$ cat config.mk
export PLATFORM = sky130hd
export DESIGN_NAME = gsr_coef_div
export DESIGN_NICKNAME = d
export VERILOG_FILES = /design/src/assert_macros.svh /design/src/gsr_pkg.sv /design/src/gsr_coef_div.sv
export SDC_FILE = /design/constraint.sdc
export NUM_CORES = 1
export LEC_CHECK = 0
export ABC_AREA = 1
export BUFFER_PORTS_ARGS = -buffer_cell sky130_fd_sc_hd__buf_2
export CORE_ASPECT_RATIO = 0.5
export CORE_MARGIN = 3
export CORE_UTILIZATION = 55
export CTS_CLUSTER_DIAMETER = 30
export CTS_CLUSTER_SIZE = 14
export DETAILED_ROUTE_END_ITERATION = 7
export GPL_TIMING_DRIVEN = 0
export PLACE_DENSITY = 0.74
export SKIP_CTS_REPAIR_TIMING = 1
export SLEW_MARGIN = 20
export SYNTH_ARGS = -nofsm -noshare
export SYNTH_HDL_FRONTEND = slang
export SYNTH_SLANG_ARGS = --single-unit
$ cat constraint.sdc
create_clock -name aclk -period 6.6 [get_ports aclk]
set_input_delay 0.99 -clock aclk [delete_from_list [all_inputs] [get_ports aclk]]
set_output_delay 0.99 -clock aclk [all_outputs]
set_load 0.01 [all_outputs]
$ cat src/assert_macros.svh
// Assertion macros used by the top-level RTL file
`ifndef ASSERT_MACROS_SVH
`define ASSERT_MACROS_SVH

// same-cycle implication
`define GSR_ASSERT_IMP(lbl, ante, cons) \
    lbl: assert property (@(posedge aclk) disable iff (!aresetn) (ante) |-> (cons)) \
        else $error("gsr: same-cycle check failed");

// next-cycle implication
`define GSR_ASSERT_NXT(lbl, ante, cons) \
    lbl: assert property (@(posedge aclk) disable iff (!aresetn) (ante) |=> (cons)) \
        else $error("gsr: next-cycle check failed");

`endif

$ cat src/gsr_pkg.sv
// Types and constants of the Gaussian spot renderer
`timescale 1ns / 1ps
`default_nettype none
package gsr_pkg;

    localparam int GRID_SIZE_DEF       = 1024;
    localparam int EXP_TABLE_DEPTH_DEF = 256;

    localparam int CFG_AW = 3;
    localparam int CFG_DW = 24;

    localparam logic [15:0] WIDTH_RESET = 16'd640;

    localparam logic [63:0] LN2_Q32   = 64'd2977044472;
    localparam logic [30:0] LOG2E_Q30 = 31'd1549082005;

    localparam int DIVW = 47;
    localparam logic [DIVW-1:0] COEF_NUM = DIVW'(LN2_Q32 << 14);

    typedef enum logic [CFG_AW-1:0] {
        REG_CENTER_X    = 3'd0,
        REG_CENTER_Y    = 3'd1,
        REG_PEAK_WIDTH  = 3'd2,
        REG_BASELINE    = 3'd3,
        REG_PEAK_HEIGHT = 3'd4
    } cfg_reg_t;

    typedef enum logic [1:0] {
        DIV_IDLE,
        DIV_SQUARE,
        DIV_RUN
    } div_state_t;

    typedef struct packed {
        logic        over;
        logic [6:0]  shift;
        logic [15:0] frac;
    } arg_t;

    typedef struct packed {
        logic        over;
        logic [30:0] e;
    } exp_t;

endpackage
`default_nettype wire

$ cat src/gsr_coef_div.sv
// Falloff coefficient unit: squared width and restoring divide, one bit per cycle
`timescale 1ns / 1ps
`default_nettype none
module gsr_coef_div
    import gsr_pkg::*;
(
    input  wire logic        aclk,
    input  wire logic        aresetn,
    input  wire logic        start,
    input  wire logic [15:0] width,
    output logic [31:0]      coef,
    output logic             busy
);

    localparam int CW = $clog2(DIVW);

    div_state_t      state_reg, state_next;
    logic [31:0]     w2_reg, w2_next;
    logic [DIVW-1:0] dd_reg, dd_next;
    logic [31:0]     rem_reg, rem_next;
    logic [DIVW-1:0] quo_reg, quo_next;
    logic [CW-1:0]   cnt_reg, cnt_next;
    logic [31:0]     coef_reg, coef_next;

    logic [31:0] sq;
    logic [32:0] rem_sh;
    logic        qbit;

    always_ff @(posedge aclk) begin
        if (!aresetn) begin
            state_reg <= DIV_SQUARE;
            coef_reg  <= '0;
        end else begin
            state_reg <= state_next;
            coef_reg  <= coef_next;
        end
    end

    always_ff @(posedge aclk) begin
        w2_reg  <= w2_next;
        dd_reg  <= dd_next;
        rem_reg <= rem_next;
        quo_reg <= quo_next;
        cnt_reg <= cnt_next;
    end

    always_comb begin
        state_next = state_reg;
        w2_next    = w2_reg;
        dd_next    = dd_reg;
        rem_next   = rem_reg;
        quo_next   = quo_reg;
        cnt_next   = cnt_reg;
        coef_next  = coef_reg;
        sq         = 32'(width) * 32'(width);
        rem_sh     = {rem_reg, dd_reg[DIVW-1]};
        qbit       = (rem_sh >= {1'b0, w2_reg});
        case (state_reg)
            DIV_IDLE: begin
            end
            DIV_SQUARE: begin
                w2_next    = sq;
                dd_next    = COEF_NUM + DIVW'(sq >> 1);
                rem_next   = '0;
                quo_next   = '0;
                cnt_next   = CW'(DIVW - 1);
                state_next = DIV_RUN;
            end
            DIV_RUN: begin
                dd_next  = {dd_reg[DIVW-2:0], 1'b0};
                rem_next = qbit ? 32'(rem_sh - {1'b0, w2_reg}) : rem_sh[31:0];
                quo_next = {quo_reg[DIVW-2:0], qbit};
                if (cnt_reg == '0) begin
                    if (w2_reg == '0 || quo_next[DIVW-1:32] != '0) begin
                        coef_next = '1;
                    end else begin
                        coef_next = quo_next[31:0];
                    end
                    state_next = DIV_IDLE;
                end else begin
                    cnt_next = cnt_reg - 1'b1;
                end
            end
            default: begin
                state_next = DIV_IDLE;
            end
        endcase
        if (start) begin
            state_next = DIV_SQUARE;
        end
    end

    assign coef = coef_reg;
    assign busy = (state_reg != DIV_IDLE);

endmodule
`default_nettype wire

==> flow_summary_export.csv <==
group,metric,value,unit
synth,syn_area_per_cell,8.22,um2
grt,grt-ovfl-total,0,
synth,async_reset_ff_frac,0,
place,post-place-ws,-1.08,ns
sta,setup_ws,0.164,ns
critical_path,rrSetupSlack,3.86,ns
sta,max_freq,155,MHz
synth,netlist_area,0.0181,mm2
floorplanning,die_area,0.0352,mm2
cells_and_area,fillers,2687,
clocking,clock_path_buffers,2,
cells_and_area,instances_no_fill,2712,
sta,min_period,6.44,ns
place,gp_congestion,0.913,
grt,grt_pass1_wl,68000,um
clocking,clock-sinks,195,
sta,period_share,0.975,
critical_path,required,6.79,ns
place,port_buffers,44,
drt,num_vias,14009,
critical_path,r2r_end,"rem_reg[30]",
floorplanning,pin_count,52,
clocking,cts_tree,"built",
clocking,clk_latency,0.43,ns
hold_path,hold_path.class,"reg2reg",
synth,synth_fp_nets,2519,
outcome,outcome,"complete, no violations",
floorplanning,fp.dieH,134,um
synth,synth_cell_types,46,
critical_path,cp_data_arrival_time,6.63,ns
sta,hold_violations,0,
drt,routed_wl,40900,um
drt,dr.pass1.iters,5,
cells_and_area,seqCellArea,0.00552,mm2
synth,synth-seq-area-share,0.306,
sta,finClkSkew,0.0142,ns
hold_path,holdPathStages,2,
clocking,root_buffer,"clkbuf_16",
grt,grt_pass1_vias,14015,
place,dpl.hpwl,32200,um
grt,antenna_found_initial,0,
sta,tightest_slew,0.724,ns
synth,synth_seq_cells,195,
cells_and_area,area_growth,11.8,%
cells_and_area,n_antenna_cell,0,
cells_and_area,nNetsFinal,2590,
critical_path,worstSetupEndpointType,"register",
floorplanning,rows,46,
sta,setup_violations,0,
clocking,h-tree-depth,4,
critical_path,crit_path_top_delay_cell,"fa_1",
cells_and_area,final_core_util,0.630,
hold_path,timing.hold.worst_endpoint,"state_reg[0]",
clocking,cts.clk_slew.worst_paths,0.08,ns
grt,grt_max_degree,46,
critical_path,critPathMostFrequentCell,"nand2_1",
place,place_area,0.0189,mm2
floorplanning,start_util,0.564,
floorplanning,fp.dieW,262,um
critical_path,critPathLaunchType,"input pin",
synth,synth_edf_count,161,
critical_path,crit_fanout,10,
drt,post-route-drc-count,0,
critical_path,rr_worst_depth,12,
sta,slew_viol_final,0,
critical_path,regToRegStartpoint,"w2_reg[0]",
sta,max_slew_margin,0.517,
synth,ys_warn_count,0,
synth,ys.flop_type,"edfxtp_1",
cells_and_area,multi_input_area,0.0106,mm2
critical_path,slowest_delay,0.54,ns
job,cap_violations,0,
synth,synthCells,2196,
drt,ant_nets,0,
drt,drt_iter0_drc,1011,
hold_path,min_from,"state_reg[0]",
drt,viasPerCell,5.17,
cells_and_area,fin_area,0.0202,mm2
cells_and_area,drive_gt1_frac,0.109,
floorplanning,core_area,0.0320,mm2
grt,groute.usage.overall,0.237,
critical_path,crit_type,"in2reg",
place,placed_cells,2674,
drt,wl_per_cell,15.1,um
clocking,numCtsBuffers,17,
-- critical path, delay by kind of cell --
kind                     cells  cell delay (ns)
adder cells (fa/ha/maj)      7             3.35
buffers and inverters        9             0.79
AND/OR/NAND/NOR             15             1.50
-- Yosys cell counts (2+ instances only) --
library cell	n	area, um2
clkbuf_1	55	206
edfxtp_1	161	4830
a21oi_1	74	370
inv_2	9	33.8
nand2_4	2	22.5
nor2_2	11	68.8
dfxtp_1	34	681
a31oi_1	6	37.5
xnor2_1	25	219
nand2_1	552	2070
o21ai_1	20	100
o221ai_1	31	272
nand3b_1	5	37.5
nor4_1	14	87.6
ha_1	144	1800
nor3_1	10	50.1
a21oi_2	2	17.5
o21ai_0	46	230
nand3_2	6	60.1
fa_1	160	3200
a21o_1	11	82.6
nand3_1	55	275
or2_2	9	56.3
nand2_2	21	131
buf_6	3	33.8
nor2_4	3	33.8
a21boi_0	2	15.0
nand4_1	16	100
buf_2	3	15.0
inv_1	547	2050
nor2_1	105	394
and2_1	3	18.8
xor2_1	34	298
a31o_2	2	17.5
o21bai_1	4	30.0
-- placed cells by master, fill, tap and decap left out, types with 4 or more instances in the layout --
cell and n:
o221ai_1 31, ha_1 129, a21oi_2 4, clkbuf_4 6
ha_4 12, nand2_4 8, o21ai_0 45, a31oi_1 6
o21bai_1 4, xor2_1 34, edfxtp_1 161, buf_6 14
buf_4 15, nor2_1 95, nand3b_1 5, clkbuf_1 27
nand2_1 527, nand2_2 40, a21o_1 11, nor3_1 10
xnor2_1 25, inv_8 4, inv_1 545, clkinv_8 6
buf_8 4, fa_1 157, nand3_2 8, dfxtp_1 34
nor2_2 8, buf_12 7, nor2_4 16, a21oi_1 71
o21ai_1 21, clkbuf_16 17, nand4_1 16, nand3_1 52
inv_2 11, or2_2 9, buf_2 41, nor4_1 14
-- how the worst max path moves through the flow --
stage	start	endpoint	slack, ns	cells after the start
after floorplan	width[7]	dd_reg[27]	-0.01	30
final	width[4]	dd_reg[26]	0.16	31
after CTS	width[6]	dd_reg[27]	-0.62	33
after global routing	width[4]	dd_reg[28]	-0.04	29
after detailed placement	width[6]	dd_reg[27]	-1.08	33
after global placement	width[4]	dd_reg[26]	-1.04	29
-- through the flow --
step           TNS, ns  hold slack, ns
2_1_floorplan  -0.0115           0.443
3_3_place_gp    -18.68           0.460
3_5_place_dp    -19.79           0.489
4_1_cts          -6.71           0.502
5_1_grt         -0.128           0.516
6_report             0           0.502
-- cell type report --
cell class / count / share of cell area
repair buffers: 56 / 0.0183
well taps: 432 / 0.0268
clock buffers: 17 / 0.0211
multi-input cells: 1381 / 0.524
plain buffers: 59 / 0.0238
clock inverters: 15 / 0.00912
flip-flops and latches: 195 / 0.273
inverters: 557 / 0.104
-- cells by family (layout without fill, tap and decap cells) --
logic type / count (synthesis) / count (layout) / synth area share
AOI/OAI and AO/OA: 203 / 203 / 0.0675
adders and majority gates: 304 / 304 / 0.277
muxes: 1 / 1 / 0.000624
and+or+nand+nor: 814 / 814 / 0.190
buffers and inverters: 620 / 704 / 0.131
xor gates and xnor gates: 59 / 59 / 0.0286
DFF: 195 / 195 / 0.306
-- per-layer routing --
layer	track usage	wire (um)	up-vias
li1	-	-	6904
met1	0.327	19100	6692
met2	0.393	19000	358
met3	0.0385	2070	55
met4	0.0639	714	0
met5	0	0	-
Power is not shown: default switching activity piles up to over one toggle a cycle in this logic, so the estimate is an artifact.
