===== src/assert_macros.svh =====
// Assertion macros used by the top-level RTL file
`ifndef ASSERT_MACROS_SVH
`define ASSERT_MACROS_SVH

// same-cycle implication
`define GSR_ASSERT_IMP(lbl, ante, cons) \
    lbl: assert property (@(posedge aclk) disable iff (!aresetn) (ante) |-> (cons)) \
        else $error("gsr: same-cycle check failed");

// next-cycle implication
`define GSR_ASSERT_NXT(lbl, ante, cons) \
    lbl: assert property (@(posedge aclk) disable iff (!aresetn) (ante) |=> (cons)) \
        else $error("gsr: next-cycle check failed");

`endif


===== src/gsr_pkg.sv =====
// Types and constants of the Gaussian spot renderer
`timescale 1ns / 1ps
`default_nettype none
package gsr_pkg;

    localparam int GRID_SIZE_DEF       = 1024;
    localparam int EXP_TABLE_DEPTH_DEF = 256;

    localparam int CFG_AW = 3;
    localparam int CFG_DW = 24;

    localparam logic [15:0] WIDTH_RESET = 16'd640;

    localparam logic [63:0] LN2_Q32   = 64'd2977044472;
    localparam logic [30:0] LOG2E_Q30 = 31'd1549082005;

    localparam int DIVW = 47;
    localparam logic [DIVW-1:0] COEF_NUM = DIVW'(LN2_Q32 << 14);

    typedef enum logic [CFG_AW-1:0] {
        REG_CENTER_X    = 3'd0,
        REG_CENTER_Y    = 3'd1,
        REG_PEAK_WIDTH  = 3'd2,
        REG_BASELINE    = 3'd3,
        REG_PEAK_HEIGHT = 3'd4
    } cfg_reg_t;

    typedef enum logic [1:0] {
        DIV_IDLE,
        DIV_SQUARE,
        DIV_RUN
    } div_state_t;

    typedef struct packed {
        logic        over;
        logic [6:0]  shift;
        logic [15:0] frac;
    } arg_t;

    typedef struct packed {
        logic        over;
        logic [30:0] e;
    } exp_t;

endpackage
`default_nettype wire


===== src/gsr_arg.sv =====
// Distance and exponent argument pipeline: offsets, squares, scaling, base-2 split
`timescale 1ns / 1ps
`default_nettype none
module gsr_arg
    import gsr_pkg::*;
#(
    parameter int GRID_SIZE = GRID_SIZE_DEF
) (
    input  wire logic        aclk,
    input  wire logic        aresetn,
    input  wire logic        in_valid,
    output logic             in_ready,
    input  wire logic [9:0]  col,
    input  wire logic [9:0]  row,
    input  wire logic [15:0] center_x,
    input  wire logic [15:0] center_y,
    input  wire logic [31:0] coef,
    output logic             out_valid,
    input  wire logic        out_ready,
    output arg_t             arg
);

    localparam int NS = 6;
    localparam logic [16:0] LAST = 17'(GRID_SIZE - 1);

    logic [NS-1:0] v_reg, v_next;
    logic [NS:0]   en;

    logic [9:0]  colc, rowc;
    logic [15:0] px, py;
    logic [15:0] dx_reg, dy_reg;
    logic [31:0] sqx_reg, sqy_reg;
    logic [32:0] d2;
    logic [48:0] plo_reg, phi_reg;
    logic [64:0] prod;
    logic        over4_reg, over5_reg;
    logic [20:0] a_reg;
    logic [51:0] tm_reg;
    logic [52:0] tsum;
    logic [22:0] t;
    arg_t        arg_reg;

    always_comb begin
        en[NS] = out_ready;
        for (int i = NS - 1; i >= 0; i--) begin
            en[i] = !v_reg[i] || en[i+1];
        end
        v_next[0] = en[0] ? in_valid : v_reg[0];
        for (int i = 1; i < NS; i++) begin
            v_next[i] = en[i] ? v_reg[i-1] : v_reg[i];
        end
    end

    always_ff @(posedge aclk) begin
        if (!aresetn) begin
            v_reg <= '0;
        end else begin
            v_reg <= v_next;
        end
    end

    always_comb begin
        colc = ({7'b0, col} > LAST) ? LAST[9:0] : col;
        rowc = ({7'b0, row} > LAST) ? LAST[9:0] : row;
        px   = {colc, 6'b0};
        py   = {rowc, 6'b0};
        d2   = 33'(sqx_reg) + 33'(sqy_reg);
        prod = 65'(plo_reg) + (65'(phi_reg) << 16);
        tsum = 53'(tm_reg) + (53'd1 << 29);
        t    = tsum[52:30];
    end

    always_ff @(posedge aclk) begin
        if (en[0]) begin
            dx_reg <= (px >= center_x) ? px - center_x : center_x - px;
            dy_reg <= (py >= center_y) ? py - center_y : center_y - py;
        end
        if (en[1]) begin
            sqx_reg <= 32'(dx_reg) * 32'(dx_reg);
            sqy_reg <= 32'(dy_reg) * 32'(dy_reg);
        end
        if (en[2]) begin
            plo_reg <= 49'(d2) * 49'(coef[15:0]);
            phi_reg <= 49'(d2) * 49'(coef[31:16]);
        end
        if (en[3]) begin
            over4_reg <= (prod > (65'd1 << 48));
            a_reg     <= prod[48:28];
        end
        if (en[4]) begin
            over5_reg <= over4_reg;
            tm_reg    <= 52'(a_reg) * 52'(LOG2E_Q30);
        end
        if (en[5]) begin
            arg_reg.over  <= over5_reg;
            arg_reg.shift <= t[22:16];
            arg_reg.frac  <= t[15:0];
        end
    end

    assign in_ready  = en[0];
    assign out_valid = v_reg[NS-1];
    assign arg       = arg_reg;

endmodule
`default_nettype wire


===== config.mk =====
export PLATFORM = sky130hd
export DESIGN_NAME = gsr_arg
export DESIGN_NICKNAME = d
export VERILOG_FILES = /design/src/assert_macros.svh /design/src/gsr_pkg.sv /design/src/gsr_arg.sv
export SDC_FILE = /design/constraint.sdc
export NUM_CORES = 2
export LEC_CHECK = 0
export ABC_AREA = 0
export BUFFER_PORTS_ARGS = -buffer_cell sky130_fd_sc_hd__buf_2
export CAP_MARGIN = 20
export CORE_ASPECT_RATIO = 2
export CORE_MARGIN = 2
export CORE_UTILIZATION = 60
export CTS_CLUSTER_DIAMETER = 100
export DETAILED_ROUTE_END_ITERATION = 16
export GPL_TIMING_DRIVEN = 0
export PLACE_DENSITY = 0.77
export SLEW_MARGIN = 10
export SYNTH_ARGS = -nofsm -noshare
export SYNTH_HDL_FRONTEND = slang
export SYNTH_SLANG_ARGS = --single-unit
export TNS_END_PERCENT = 10

===== constraint.sdc =====
create_clock -name aclk -period 9.8 [get_ports aclk]
set_input_delay 0.49 -clock aclk [delete_from_list [all_inputs] [get_ports aclk]]
set_output_delay 0.49 -clock aclk [all_outputs]
set_load 0.1 [all_outputs]

==> out/summary.md <==
* post-synthesis sequential element count: 268
* remaining routing DRC violations: 0
* standard-cell rows: 177
* worst setup path category: flop to flop
* most used standard cell by instance count after synthesis: inv_1
* antenna-violating nets left: 0
* detailed-placement wirelength estimate: 202.1 mm
* count of fill cells added during filler insertion: 9758
* number of vias in the routed layout: 54510
* reported max-cap violation count: 0
* pin slew with the least headroom to its limit: 1386 ps
* root buffer selected by CTS: clkbuf_16
* per-cell routed wire length: 26.31 um
* insertion delay of the later-clocked pin in the worst-skew pair: 730 ps
* achievable frequency: 100.9 MHz
* clock buffers created by TritonCTS: 28
* count of endpoints failing hold in the final timing report: 0
* worst relative slew slack: 6.905%
* number of global-route vias before repair: 60310
* most common library cells after synthesis: inv_1, fa_1, nand2_1, ha_1, and2_1
* Async S/R FF share, synth: 0%
* die boundary width: 246.3 um
* worst stage delay on the critical path: 690 ps
* CTS sink count: 268
* RSZ-0062 raised after global routing: yes
* die span in y: 488.6 um
* netlist area before placement: 0.07045 mm2
* worst hold slack: 35.39 ps
* CP max stage cell: edfxtp_1
* number of synthesized flops with an enable pin: 262
* total of warnings raised by yosys: 0
* # nets final: 9926
* global router's overall resource usage: 41.88%
* Util after Layout: 64.75%
* per-instance average area after synthesis: 9.476 um2
* Final Worst Setup Slack: -108.3 ps
* layout-stage area growth over the synthesis result: 7.059%
* final setup violation count: 2
* Data arrival, critical path: 10350 ps
* Max Clock Skew: 74.91 ps
* run status: finished, violations left
* maximum number of pins on one net before global-route repair: 68
* number of levels in the clock H-tree: 1
* gpl congestion: 1.073
* fraction of layout instances using a drive strength above 1: 5.817%
* post-route clock period utilization: 101.1%
* initial antenna violation count: 28
* starting density of the core: 60.48%
* cell occurring most often along the worst timing path: fa_1
* die area: 0.1203 mm2
* total wire length after detailed routing: 242.1 mm
* crit path time final: 9908 ps
* cell taking the most area after synthesis: fa_1
* clk buf depth: 3
* Required @ worst endpoint: 10240 ps
* CORE AREA: 0.1165 mm2
* global-route wire length before repair: 359.2 mm
* final-report max-slew violation count: 0
* Worst setup SP type: flop
* DR vias/cell: 5.925
* clock tree from TritonCTS: yes
* I/O pins: 114
* first drt pass iteration count: 6
* endpoint class of the critical path: flop
* top_reg_cell synth: edfxtp_1
* post-synth net total: 9732
* biggest area contributors in the synthesized netlist: fa_1, ha_1, edfxtp_1, inv_1, nand2_1
* Post-Synthesis Cells: 7435
* overflow left after global routing: 0
* number of distinct library cells after synthesis: 89
* Worst Path Max Fanout: 10
* sequential-to-total area share from yosys stat: 11.34%
* initial detailed-routing violation count: 3319
* total of buffers placed on input and output ports: 112
* clock-pin slew reported for the worst setup and hold paths after clock tree synthesis: 70 ps
* type of the most critical hold path: input port to flop
* violations in the final reports: setup timing
* top-area cell type share of the netlist area: 40.38%
[worst paths after layout]
| check | end | slack (ps) | startpoint | cells past startpoint |
|---|---|---|---|---|
| setup / recovery | plo_reg[45] | -110 | sqy_reg[4] | 31 |
| hold / removal | v_reg[0] | 40 | in_valid | 3 |
| setup reg to reg | plo_reg[45] | -110 | sqy_reg[4] | 31 |
| hold reg to reg | arg[23] | 430 | over5_reg | 0 |
[logic make-up (layout without fill, tap and decap cells)]
family                     Yosys count  in the layout  share of synthesized area, %
DFF                                268            268                         11.34
muxes                               19             19                        0.2753
and+or+nand+nor                   1948           1948                         13.25
other                                0             28                             0
xor gates and xnor gates           271            271                         3.369
adders and majority gates         2209           2209                         54.37
buffers and inverters             2016           2231                         10.77
AOI/OAI and AO/OA                  704            704                         6.631
[layer usage]
metal / part of all wire (%) / track usage [%] / vias to the layer above / routed length, um
li1: - / - / 23180 / -
met3: 6.5 / 9.751 / 1499 / 15660
met4: 16 / 51.63 / 14 / 38760
met1: 26 / 33.73 / 27250 / 63770
met2: 51 / 74.23 / 2569 / 123800
met5: 0.041 / 0 / - / 99
[worst max-delay path, delay by kind of cell (launching register included)]
family	cells	cell delay, ps
adders and majority gates	8	3730
AOI/OAI and AO/OA	12	3300
buffers and inverters	6	800
DFF	1	690
and+or+nand+nor	3	650
xor gates and xnor gates	2	440
[per-stage QoR]
stage               TNS (ps)  setup slack, ps  cells  instance area, um2
global placement      -39160            -1834   9068               72920
floorplan                  0             1166   7435               70450
finish                -111.3           -108.3   9199               75430
global route           -1073           -278.4   9177               75370
detailed placement    -31510            -1476   9073               73030
CTS                   -81.39           -81.39   9138               74630
[placed cells by master, fill, tap and decap left out, drive strengths merged, types with 6 or more instances in the layout]
| cell type | n |
|---|---|
| inv | 1772 |
| and3 | 41 |
| xnor2 | 199 |
| a211oi | 27 |
| o21a | 37 |
| or2 | 29 |
| nand3 | 57 |
| o31ai | 19 |
| clkbuf | 251 |
| dfxtp | 6 |
| mux2i | 16 |
| o21bai | 35 |
| a31o | 11 |
| and2 | 481 |
| nor2 | 199 |
| a21o | 119 |
| nand4 | 30 |
| nand2 | 921 |
| o311ai | 6 |
| ha | 788 |
| a31oi | 18 |
| a211o | 7 |
| nor3 | 54 |
| nor4 | 10 |
| diode | 28 |
| or3 | 12 |
| a21oi | 218 |
| fa | 1421 |
| o21ai | 113 |
| nor2b | 41 |
| clkinv | 12 |
| nand2b | 40 |
| buf | 190 |
| o211ai | 11 |
| xor2 | 72 |
| edfxtp | 262 |
| a2111oi | 10 |
| o31a | 9 |
| and4 | 14 |
| a311oi | 6 |
[layout make-up]
class                      count  area (um2)  share of cell area, %
multi-input combinational   5151       55550                  73.65
sequential                   268        7988                  10.59
inverter                    1768        6639                  8.802
tap                         1521        1903                  2.523
buffer                       247        1191                  1.579
timing repair buffer         165        1089                  1.443
clock buffer                  30       718.2                 0.9522
clock inverter                21       276.5                 0.3666
antenna                       28       70.07                0.09289
[repair_timing]
action                                  4_1_cts  5_1_grt
hold buffers                                  1        0
endpoints found under the setup margin       42       29
gates resized for setup                     136      140
endpoints found under the hold margin         1        0
pin swaps                                     5       30
setup buffers                                13       23
Power is left out: the tool's default activity adds up to more than one toggle a clock period on the data nets, which glitch-free logic cannot reach.
